==> src/rtl/b32c_pkg.sv <==
// shared types, constants and the symbol table of the crockford base32 decoder
package b32c_pkg;

    // message byte counter width and its saturation value
    localparam int COUNT_WIDTH = 16;
    localparam logic [COUNT_WIDTH-1:0] CNT_MAX = '1;

    // configuration and field widths
    localparam int LIMIT_W = 16;
    localparam int CMP_W   = (COUNT_WIDTH > LIMIT_W) ? COUNT_WIDTH : LIMIT_W;
    localparam int SYM_W   = 8;
    localparam int VAL_W   = 5;
    localparam int BYTE_W  = 8;
    localparam int PEND_W  = 7;
    localparam int PCNT_W  = 3;

    // output limit after reset
    localparam logic [LIMIT_W-1:0] LIMIT_RESET = 16'hFFFF;

    // queue between front and back
    localparam int FIFO_DEPTH = 4;
    localparam int FIFO_AW    = $clog2(FIFO_DEPTH);

    // one classified symbol as it travels from front to back
    typedef struct packed {
        logic             bad;
        logic [VAL_W-1:0] value;
        logic             last;
    } t_cls;

    // crockford table: case-insensitive, O as 0, I and L as 1, U invalid
    function automatic t_cls classify(input logic [SYM_W-1:0] c, input logic last);
        logic [SYM_W-1:0] u;
        t_cls             r;
        u       = c;
        r.bad   = 1'b0;
        r.value = '0;
        r.last  = last;
        if (c >= 8'h61 && c <= 8'h7A) begin
            u = c - 8'h20;
        end
        unique case (u)
            8'h30: r.value = 5'd0;
            8'h31: r.value = 5'd1;
            8'h32: r.value = 5'd2;
            8'h33: r.value = 5'd3;
            8'h34: r.value = 5'd4;
            8'h35: r.value = 5'd5;
            8'h36: r.value = 5'd6;
            8'h37: r.value = 5'd7;
            8'h38: r.value = 5'd8;
            8'h39: r.value = 5'd9;
            8'h41: r.value = 5'd10;
            8'h42: r.value = 5'd11;
            8'h43: r.value = 5'd12;
            8'h44: r.value = 5'd13;
            8'h45: r.value = 5'd14;
            8'h46: r.value = 5'd15;
            8'h47: r.value = 5'd16;
            8'h48: r.value = 5'd17;
            8'h49: r.value = 5'd1;
            8'h4A: r.value = 5'd18;
            8'h4B: r.value = 5'd19;
            8'h4C: r.value = 5'd1;
            8'h4D: r.value = 5'd20;
            8'h4E: r.value = 5'd21;
            8'h4F: r.value = 5'd0;
            8'h50: r.value = 5'd22;
            8'h51: r.value = 5'd23;
            8'h52: r.value = 5'd24;
            8'h53: r.value = 5'd25;
            8'h54: r.value = 5'd26;
            8'h56: r.value = 5'd27;
            8'h57: r.value = 5'd28;
            8'h58: r.value = 5'd29;
            8'h59: r.value = 5'd30;
            8'h5A: r.value = 5'd31;
            default: r.bad = 1'b1;
        endcase
        return r;
    endfunction

endpackage

==> src/rtl/b32c_front.sv <==
// front stage: accepts a character beat and registers its classification
module b32c_front
    import b32c_pkg::*;
(
    input  logic             i_clk,
    input  logic             i_rst_n,
    input  logic             i_valid,
    output logic             o_ready,
    input  logic [SYM_W-1:0] i_symbol,
    input  logic             i_last,
    output logic             o_valid,
    output t_cls             o_item,
    input  logic             i_ready
);

    logic r_valid;
    t_cls r_item;

    // stage frees up when empty or when the queue takes its content
    assign o_ready = !r_valid || i_ready;
    assign o_valid = r_valid;
    assign o_item  = r_item;

    // valid flag
    always_ff @(posedge i_clk) begin
        if (!i_rst_n) begin
            r_valid <= 1'b0;
        end else if (o_ready) begin
            r_valid <= i_valid;
        end
    end

    // table lookup into the stage register
    always_ff @(posedge i_clk) begin
        if (o_ready && i_valid) begin
            r_item <= classify(i_symbol, i_last);
        end
    end

endmodule

==> src/rtl/b32c_fifo.sv <==
// short queue of classified symbols between front and back
module b32c_fifo
    import b32c_pkg::*;
(
    input  logic i_clk,
    input  logic i_rst_n,
    input  logic i_push,
    input  t_cls i_wr_item,
    output logic o_full,
    input  logic i_pop,
    output t_cls o_rd_item,
    output logic o_empty
);

    t_cls               r_mem [FIFO_DEPTH];
    logic [FIFO_AW-1:0] r_wptr;
    logic [FIFO_AW-1:0] r_rptr;
    logic [FIFO_AW:0]   r_count;

    assign o_full    = (r_count == (FIFO_AW+1)'(FIFO_DEPTH));
    assign o_empty   = (r_count == '0);
    assign o_rd_item = r_mem[r_rptr];

    // pointers and fill count
    always_ff @(posedge i_clk) begin
        if (!i_rst_n) begin
            r_wptr  <= '0;
            r_rptr  <= '0;
            r_count <= '0;
        end else begin
            if (i_push) begin
                r_wptr <= r_wptr + FIFO_AW'(1);
            end
            if (i_pop) begin
                r_rptr <= r_rptr + FIFO_AW'(1);
            end
            priority if (i_push && !i_pop) begin
                r_count <= r_count + (FIFO_AW+1)'(1);
            end else if (i_pop && !i_push) begin
                r_count <= r_count - (FIFO_AW+1)'(1);
            end else begin
                r_count <= r_count;
            end
        end
    end

    // entry storage
    always_ff @(posedge i_clk) begin
        if (i_push) begin
            r_mem[r_wptr] <= i_wr_item;
        end
    end

`ifndef SYNTHESIS
    // fill count never passes the depth
    a_count_range: assert property (@(posedge i_clk) disable iff (!i_rst_n)
        r_count <= (FIFO_AW+1)'(FIFO_DEPTH))
        else $error("fifo count beyond depth");

    // no push into a full queue unless a pop frees a slot
    a_no_overflow: assert property (@(posedge i_clk) disable iff (!i_rst_n)
        i_push && o_full |-> i_pop)
        else $error("fifo overflow");

    // no pop from an empty queue
    a_no_underflow: assert property (@(posedge i_clk) disable iff (!i_rst_n)
        i_pop |-> !o_empty)
        else $error("fifo underflow");
`endif

endmodule

==> src/rtl/b32c_unpack.sv <==
// back stage: bit buffer, byte emission, limit, error flag and output register
module b32c_unpack
    import b32c_pkg::*;
(
    input  logic               i_clk,
    input  logic               i_rst_n,
    input  logic               i_cfg_we,
    input  logic [LIMIT_W-1:0] i_cfg_wdata,
    input  logic               i_valid,
    input  t_cls               i_item,
    output logic               o_pop,
    output logic               o_valid,
    input  logic               i_ready,
    output logic [BYTE_W-1:0]  o_data,
    output logic               o_byte_valid,
    output logic               o_bad,
    output logic               o_last
);

    logic [LIMIT_W-1:0]     r_limit;
    logic [PEND_W-1:0]      r_pend;
    logic [PCNT_W-1:0]      r_pcnt;
    logic                   r_err;
    logic [COUNT_WIDTH-1:0] r_bytes;

    logic [PEND_W-1:0]      n_pend;
    logic [PCNT_W-1:0]      n_pcnt;
    logic                   n_err;
    logic [COUNT_WIDTH-1:0] n_bytes;

    logic                   r_ovalid;
    logic [BYTE_W-1:0]      r_odata;
    logic                   r_obv;
    logic                   r_obad;
    logic                   r_olast;

    logic                   out_free;
    logic [PEND_W+VAL_W-1:0] acc;
    logic [PCNT_W:0]        total;
    logic [PCNT_W-1:0]      rem;
    logic [BYTE_W-1:0]      full_byte;
    logic                   limit_ok;
    logic                   have_byte;
    logic                   emit;

    assign out_free = !r_ovalid || i_ready;
    assign o_pop    = i_valid && out_free;

    // append five bits and split off a byte when eight are ready
    assign acc       = {r_pend, i_item.value};
    assign total     = {1'b0, r_pcnt} + (PCNT_W+1)'(VAL_W);
    assign rem       = total[PCNT_W-1:0];
    assign full_byte = BYTE_W'(acc >> rem);
    assign limit_ok  = (CMP_W'(r_bytes) < CMP_W'(r_limit)) && (r_bytes < CNT_MAX);

    always_comb begin
        n_pend    = r_pend;
        n_pcnt    = r_pcnt;
        n_err     = r_err;
        n_bytes   = r_bytes;
        have_byte = 1'b0;
        if (!r_err) begin
            if (i_item.bad) begin
                n_err = 1'b1;
            end else if (total >= (PCNT_W+1)'(BYTE_W)) begin
                n_pend = PEND_W'(acc) & PEND_W'((PEND_W'(1) << rem) - PEND_W'(1));
                n_pcnt = rem;
                if (limit_ok) begin
                    have_byte = 1'b1;
                    n_bytes   = r_bytes + COUNT_WIDTH'(1);
                end
            end else begin
                n_pend = PEND_W'(acc);
                n_pcnt = total[PCNT_W-1:0];
            end
        end
    end

    assign emit = have_byte || i_item.last;

    // output limit register
    always_ff @(posedge i_clk) begin
        if (!i_rst_n) begin
            r_limit <= LIMIT_RESET;
        end else if (i_cfg_we) begin
            r_limit <= i_cfg_wdata;
        end
    end

    // message state, cleared after the final character
    always_ff @(posedge i_clk) begin
        if (!i_rst_n) begin
            r_pend  <= '0;
            r_pcnt  <= '0;
            r_err   <= 1'b0;
            r_bytes <= '0;
        end else if (o_pop) begin
            if (i_item.last) begin
                r_pend  <= '0;
                r_pcnt  <= '0;
                r_err   <= 1'b0;
                r_bytes <= '0;
            end else begin
                r_pend  <= n_pend;
                r_pcnt  <= n_pcnt;
                r_err   <= n_err;
                r_bytes <= n_bytes;
            end
        end
    end

    // output valid
    always_ff @(posedge i_clk) begin
        if (!i_rst_n) begin
            r_ovalid <= 1'b0;
        end else if (out_free) begin
            r_ovalid <= o_pop && emit;
        end
    end

    // output payload
    always_ff @(posedge i_clk) begin
        if (o_pop && emit) begin
            r_odata <= have_byte ? full_byte : '0;
            r_obv   <= have_byte;
            r_obad  <= n_err;
            r_olast <= i_item.last;
        end
    end

    assign o_valid      = r_ovalid;
    assign o_data       = r_odata;
    assign o_byte_valid = r_obv;
    assign o_bad        = r_obad;
    assign o_last       = r_olast;

`ifndef SYNTHESIS
    // a byte never comes out of a message already marked bad
    a_byte_not_bad: assert property (@(posedge i_clk) disable iff (!i_rst_n)
        r_ovalid && r_obv |-> !r_obad)
        else $error("byte emitted after bad symbol");

    // final character leaves a clean message state
    a_end_clears: assert property (@(posedge i_clk) disable iff (!i_rst_n)
        o_pop && i_item.last |=> r_pcnt == '0 && !r_err && r_bytes == '0)
        else $error("message state not cleared");

    // the byte count only moves together with an emitted byte
    a_count_step: assert property (@(posedge i_clk) disable iff (!i_rst_n)
        o_pop && !i_item.last && !have_byte |=> $stable(r_bytes))
        else $error("byte count moved without a byte");
`endif

endmodule

==> src/rtl/base32_crockford_decoder.sv <==
// an accepted character beat passes the front register, then the queue, then the output register
// throughput: one character per cycle while the output accepts beats; the table lookup in
// the front stage and the bit-buffer update in the back stage are each registered once
// a 4-entry queue between front and back absorbs output stalls
// reset: synchronous active-low i_rst_n clears all message state and sets
// the output limit to 65535; no clearing pass is needed
module base32_crockford_decoder
    import b32c_pkg::*;
(
    input  logic               i_clk,
    input  logic               i_rst_n,
    input  logic               i_cfg_we,
    input  logic [LIMIT_W-1:0] i_cfg_wdata,
    input  logic               i_s_axis_tvalid,
    output logic               o_s_axis_tready,
    input  logic [7:0]         i_s_axis_tdata,   // [7:0] symbol
    input  logic               i_s_axis_tlast,   // end_of_text
    output logic               o_m_axis_tvalid,
    input  logic               i_m_axis_tready,
    output logic [7:0]         o_m_axis_tdata,   // [7:0] data_byte
    output logic [1:0]         o_m_axis_tuser,   // [0] byte_valid, [1] bad_symbol
    output logic               o_m_axis_tlast    // last
);

    logic front_valid;
    t_cls front_item;
    logic fifo_full;
    logic fifo_empty;
    logic fifo_push;
    logic fifo_pop;
    t_cls fifo_item;
    logic back_bv;
    logic back_bad;

    // character classification
    b32c_front u_front (
        .i_clk    (i_clk),
        .i_rst_n  (i_rst_n),
        .i_valid  (i_s_axis_tvalid),
        .o_ready  (o_s_axis_tready),
        .i_symbol (i_s_axis_tdata),
        .i_last   (i_s_axis_tlast),
        .o_valid  (front_valid),
        .o_item   (front_item),
        .i_ready  (!fifo_full)
    );

    assign fifo_push = front_valid && !fifo_full;

    // queue between the two halves
    b32c_fifo u_fifo (
        .i_clk     (i_clk),
        .i_rst_n   (i_rst_n),
        .i_push    (fifo_push),
        .i_wr_item (front_item),
        .o_full    (fifo_full),
        .i_pop     (fifo_pop),
        .o_rd_item (fifo_item),
        .o_empty   (fifo_empty)
    );

    // bit buffer and result beat
    b32c_unpack u_unpack (
        .i_clk        (i_clk),
        .i_rst_n      (i_rst_n),
        .i_cfg_we     (i_cfg_we),
        .i_cfg_wdata  (i_cfg_wdata),
        .i_valid      (!fifo_empty),
        .i_item       (fifo_item),
        .o_pop        (fifo_pop),
        .o_valid      (o_m_axis_tvalid),
        .i_ready      (i_m_axis_tready),
        .o_data       (o_m_axis_tdata),
        .o_byte_valid (back_bv),
        .o_bad        (back_bad),
        .o_last       (o_m_axis_tlast)
    );

    assign o_m_axis_tuser = {back_bad, back_bv};

endmodule
==> config.mk <==
export PLATFORM = sky130hd
export DESIGN_NAME = base32_crockford_decoder
export DESIGN_NICKNAME = d
export VERILOG_FILES = /design/src/rtl/b32c_pkg.sv /design/src/rtl/b32c_front.sv /design/src/rtl/b32c_fifo.sv /design/src/rtl/b32c_unpack.sv /design/src/rtl/base32_crockford_decoder.sv
export SDC_FILE = /design/constraint.sdc
export NUM_CORES = 1
export LEC_CHECK = 0
export BUFFER_PORTS_ARGS = -buffer_cell sky130_fd_sc_hd__buf_2
export CORE_UTILIZATION = 52
export CTS_CLUSTER_DIAMETER = 40
export DETAILED_ROUTE_END_ITERATION = 8
export PLACE_DENSITY_LB_ADDON = 0.2
export SLEW_MARGIN = 20
export SYNTH_ARGS = -nofsm -noshare
export SYNTH_HDL_FRONTEND = slang
export SYNTH_SLANG_ARGS = --single-unit
==> constraint.sdc <==
create_clock -name i_clk -period 4.45 [get_ports i_clk]
set_input_delay 0.2225 -clock i_clk [delete_from_list [all_inputs] [get_ports i_clk]]
set_output_delay 0.2225 -clock i_clk [all_outputs]
set_load 0.1 [all_outputs]
==> results of run 1 <==
==> cell usage after synthesis, types with 8 or more instances <==
library cell,n
nor2_1,46
mux2i_1,11
nand2_1,60
or4_1,14
a21oi_1,36
dfxtp_1,54
mux4_2,9
edfxtp_1,46
o21ai_0,23
clkbuf_1,27
nand3_1,12
inv_1,30
ha_1,28
nor3_1,11
o211ai_1,22
o31ai_1,8
==> worst min-delay path by stage <==
stage                     slack (ns)                end
after floorplan                 0.32  u_front.o_item[0]
after global placement          0.40  u_front.o_item[0]
after detailed placement        0.40  u_front.o_item[0]
after CTS                       0.02  u_front.o_item[0]
after global routing            0.02  u_front.o_item[0]
final                           0.03  u_front.o_item[0]
==> layout make-up <==
type                    count  area share (%)
flip-flops and latches    100            42.9
inverters                  30            1.96
clock buffers              10            2.23
multi-input cells         377            45.0
clock inverters             6           0.807
repair buffers             46            4.15
well taps                 133            2.90
==> through the flow <==
| step | utilization [%] | worst slack (ns) | instances | hold WS, ns | power, mW |
|---|---|---|---|---|---|
| 2_1_floorplan | - | 1.64 | 539 | 0.321 | 2.01 |
| 4_1_cts | 58.3 | 1.18 | 701 | 0.0165 | 2.71 |
| 5_1_grt | 58.4 | 1.02 | 702 | 0.0190 | 2.84 |
| 3_3_place_gp | 56.6 | 1.26 | 685 | 0.401 | 2.16 |
| 3_5_place_dp | 56.6 | 1.21 | 685 | 0.402 | 2.18 |
| 6_report | 58.4 | 1.21 | 702 | 0.0337 | 2.69 |
==> cell families after synthesis <==
group | Yosys count | share of synthesized area (%)
simple gates | 182 | 16.5
compound gates | 131 | 16.5
flops | 100 | 46.6
buf+inv | 62 | 4.71
fa+ha+maj | 29 | 7.01
mux | 25 | 6.98
xor+xnor | 10 | 1.66
==> critical path: cells and delay by family, from the launching register on <==
kind	cells	cell delay, ns
muxes	1	0.57
and+or+nand+nor	4	1.50
AOI/OAI and AO/OA	1	0.51
DFF	1	0.61
==> power groups by stage <==
stage | Clock (mW) | Combinational, mW | Sequential (mW)
floorplan | 0 | 0.611 | 1.40
global placement | 0 | 0.972 | 1.19
detailed placement | 0 | 0.984 | 1.20
CTS | 0.549 | 0.988 | 1.17
global route | 0.583 | 1.07 | 1.19
finish | 0.530 | 0.984 | 1.17
==> state kept, by name (all words and copies together), names as in the netlist, named ones only <==
register	flops
u_fifo.r_count	3
u_fifo.r_mem	28
u_fifo.r_rptr	2
u_fifo.r_wptr	2
u_front.o_item	7
u_front.o_valid	1
u_unpack.o_bad	1
u_unpack.o_byte_valid	1
u_unpack.o_data	8
u_unpack.o_last	1
u_unpack.o_valid	1
u_unpack.r_bytes	16
u_unpack.r_err	1
u_unpack.r_limit	16
u_unpack.r_pcnt	3
u_unpack.r_pend	7
==> routing by layer <==
| metal | part of all wire (%) | global-route usage, % | vias to the layer above |
|---|---|---|---|
| li1 | - | - | 2038 |
| met1 | 48 | 28.9 | 1867 |
| met2 | 47 | 32.6 | 86 |
| met3 | 3.6 | 3.39 | 15 |
| met4 | 1.8 | 8.56 | 0 |
| met5 | 0 | 0 | - |
==> out/summary.txt, run 1 <==
Status - completed
Routed vias - 4006
Total gr overflow - 0
CTS root buffer - clkbuf_8
Synth warn - 0
DRC - 0
Post-route cell area - 0.00573 sq mm
Final critical-path required period - 3.24 ns
Crit path top cell by count - or4_1
Post-synth top area cell - edfxtp_1
Worst Hold Path Cells - 1
P_int - 1.59 mW
Clock skew - 0.0180 ns
First DRT Iteration DRCs - 193
Post-synthesis cell type count - 56
# resized after CTS - 0
Die X - 103 um
Synth Cell Area - 0.00529 sq mm
Leakage - 2.20 nW
Largest stage delay, worst path - 0.61 ns
Final number of max-transition violations - 0
First-pass GRT wire length - 16800 um
GPL Wtd Cong - 0.864
Setup TNS - 0 ns
Cells after Synth - 539
Post-Syn Nets - 598
Hold path start - i_s_axis_tlast
# setup viols final - 0
Number of synthesized flops with an enable pin - 46
Critical path's slowest cell - dfxtp_1
Switching share of power - 41.0%
Max frequency - 308 MHz
Register share of total power - 43.6%
ANT cells - 0
Via count of the first global-routing pass - 3550
Clock Path Buffers - 2
Kind of critical path - flip-flop to flip-flop
TritonCTS clock tree - done
Clk slew on worst S/H paths - 0.10 ns
WL per Instance - 14.7 um
Share of the synthesized area in the top cell type - 26.1%
Placed Area - 0.00556 sq mm
Post-CTS setup buffers - 0
R2R Setup Slk - 1.21 ns
Clock power share - 19.7%
Via-to-Cell Ratio - 5.71
Worst Max-Slew Pin Slew - 0.757 ns
Peak supply drop - 0.327 mV
Final hold vios - 0
Filler cells - 874
Pwr/cell area - 468 mW/mm^2
Psw - 1.10 mW
Most common cell after layout, fill and taps aside - nand2_1
Critical R2R Capture - u_unpack.r_bytes[10]
CP Max Fanout - 18
Asr flop ratio synth - 0%
Post-synthesis register bit count - 100
Multi-input logic area - 0.00258 sq mm
Max_cap viols - 0
Predominant post-synthesis flop cell - dfxtp_1
Die area - 0.0106 sq mm
Worst hold path class - primary input to flip-flop
RSZ-0062 raised after global routing - false
Top post-synthesis cells by area - edfxtp_1, dfxtp_1, ha_1, nand2_1, mux4_2
Setup crit end kind - flip-flop
Pin count of the biggest net entering global routing - 32
Combinational power share - 36.6%
I/O pin count - 43
Syn avg cell area - 9.81 sq um
P&R area growth vs syn - 8.47%
Row count - 36
CTS Buf Count - 9
DP HPWL - 7650 um
First-pass DRT Iterations - 5
Antenna violations before repair - 0
Setup crit start kind - flip-flop
Hold Buf Count CTS - 0
Core box area - 0.00982 sq mm
H-tree depth - 3
Most frequent cells in the layout - nand2_1, dfxtp_1, nor2_1, edfxtp_1, buf_2
R2R depth - 6
Clk Latency, worst-skew pair - 0.37 ns
Tot GR Track Use - 20.8%
Clock Sinks - 100
Slew headroom - 49.2%
Post-Route WL - 10300 um
Post-synthesis sequential area ratio - 46.6%
Worst Setup EP - u_unpack.r_bytes[10]
Ratio of cells with drive above 1 in the final layout - 14.1%
Chip height - 103 um
Cell Chain, Critical Path - mux4_2, or4_1, a211o_1, or4_1, or4_1, nand2_1
Critical Path RT - 4.77 ns
I/O Buffers - 42
Initial Utilization - 53.8%
Period utilization - 72.9%
Nets - 623
Sequential cell area - 0.00246 sq mm
Arrival @ worst endpoint - 3.56 ns
Final ANT Viol Nets - 0
No activity file was read; power rests on OpenSTA's default activity.
==> run 2: changes to the inputs <==
- clock period: 4.45 -> 3.15 ns (I/O delays scaled with it)
==> run 2 against run 1 <==
Non-clock buffer count rose by 15. Maximum frequency rose by 21%. Highest routed layer unchanged. Global-route usage rose by 1.1 points. Wire length rose by 2.7%.
==> out/summary.txt, run 2 (same netlist as run 1, synthesis figures left out) <==
Final WS setup - 0.465 ns
CTS Buf Count - 9
Worst hold path class - primary input to flip-flop
Max_cap viols - 0
Die area - 0.0106 sq mm
Clk slew on worst S/H paths - 0.10 ns
Kind of critical path - flip-flop to flip-flop
P&R area growth vs syn - 11.0%
RSZ-0062 raised after global routing - false
Pin count of the biggest net entering global routing - 32
DRC - 0
Pwr/cell area - 652 mW/mm^2
CTS root buffer - clkbuf_8
# resized after CTS - 0
Period utilization - 85.2%
Leakage - 2.27 nW
Worst Max-Slew Pin Slew - 0.710 ns
Post-CTS setup buffers - 0
Most flops, register - u_fifo.r_mem
# setup viols final - 0
Largest register FFs - 28
Setup TNS - 0 ns
Post-Route WL - 10600 um
Chip height - 103 um
Sequential cell area - 0.00246 sq mm
Tot GR Track Use - 21.9%
WL per Instance - 14.7 um
I/O Buffers - 42
Multi-input logic area - 0.00258 sq mm
First-pass DRT Iterations - 5
Clock skew - 0.0138 ns
GPL Wtd Cong - 0.880
Clk Latency, worst-skew pair - 0.36 ns
Clock Path Buffers - 2
Status - completed
Placed instance count - 692
Via count of the first global-routing pass - 3824
I/O pin count - 43
H-tree depth - 3
Ratio of cells with drive above 1 in the final layout - 14.6%
Dpl ws - 0.485 ns
Final number of max-transition violations - 0
Most frequent cells in the layout - nand2_1, dfxtp_1, nor2_1, edfxtp_1, buf_2
Setup crit start kind - flip-flop
Largest stage delay, worst path - 0.54 ns
DP HPWL - 7810 um
Setup crit end kind - flip-flop
Final std cells w/o fill - 717
Critical Path RT - 3.46 ns
Final hold vios - 0
Peak supply drop - 0.540 mV
Biggest regs - u_fifo.r_mem: 28 flops, u_unpack.r_bytes: 16 flops, u_unpack.r_limit: 16 flops
Most common cell after layout, fill and taps aside - nand2_1
Clock Sinks - 100
First-pass GRT wire length - 17900 um
Worst hold slack - 0.0132 ns
Total gr overflow - 0
Arrival @ worst endpoint - 2.99 ns
Core box area - 0.00982 sq mm
Via-to-Cell Ratio - 5.80
Nets - 638
Row count - 36
Cell Chain, Critical Path - mux4_2, or4_1, a211o_1, or4_1, or4_1, nand2_1
TritonCTS clock tree - done
Total power after layout - 3.83 mW
Die X - 103 um
Final critical-path required period - 2.68 ns
Routed vias - 4158
ANT cells - 0
Final ANT Viol Nets - 0
CP Max Fanout - 6
Critical path's slowest cell - or4_1
Initial Utilization - 53.8%
First DRT Iteration DRCs - 209
Placed Area - 0.00561 sq mm
Post-route cell area - 0.00587 sq mm
Final Core Density - 59.7%
Crit path top cell by count - or4_1
Antenna violations before repair - 0
Max frequency - 372 MHz
Filler cells - 882
Slew headroom - 52.5%
==> run 2: power by group <==
part | switching [mW] | internal, mW | leakage, nW
Combinational | 1.03 | 0.438 | 1.30
Clock | 0.418 | 0.305 | 0.0952
Sequential | 0.0947 | 1.54 | 0.872
==> run 2: metal layers <==
metal | vias to the layer above | wire (um) | global-route usage [%] | part of all wire, %
met5 | - | 0 | 0 | 0
li1 | 2069 | - | - | -
met2 | 107 | 4900 | 34.8 | 46
met4 | 0 | 93 | 5.42 | 0.88
met3 | 8 | 460 | 4.81 | 4.4
met1 | 1974 | 5120 | 30.7 | 48
==> run 2: critical path: cells and delay by family (launching register included) <==
| family | cells | cell delay, ns |
|---|---|---|
| mux | 1 | 0.51 |
| compound gates | 1 | 0.33 |
| flops | 1 | 0.36 |
| simple gates | 4 | 1.44 |
==> run 2: worst paths after layout <==
path | from | end | slack [ns] | cells after the start
setup / recovery | flip-flop | u_unpack.r_bytes[10] | 0.47 | 6
hold / removal | i_cfg_wdata[4] | u_unpack.r_limit[4] | 0.01 | 3
setup reg to reg | flip-flop | u_unpack.r_bytes[10] | 0.47 | 6
hold reg to reg | u_unpack.r_limit[9] | u_unpack.r_limit[9] | 0.49 | 2
==> run 2: what timing repair did <==
action,in CTS,in global routing
hold buffers,9,0
setup endpoints to repair,0,0
endpoints found under the hold margin,9,0
==> run 2: cell type report <==
class / count / area share (%)
repair buffers: 61 / 6.40
flip-flops and latches: 100 / 42.0
inverters: 30 / 1.92
multi-input cells: 377 / 44.0
clock buffers: 11 / 2.41
clock inverters: 5 / 0.448
well taps: 133 / 2.84
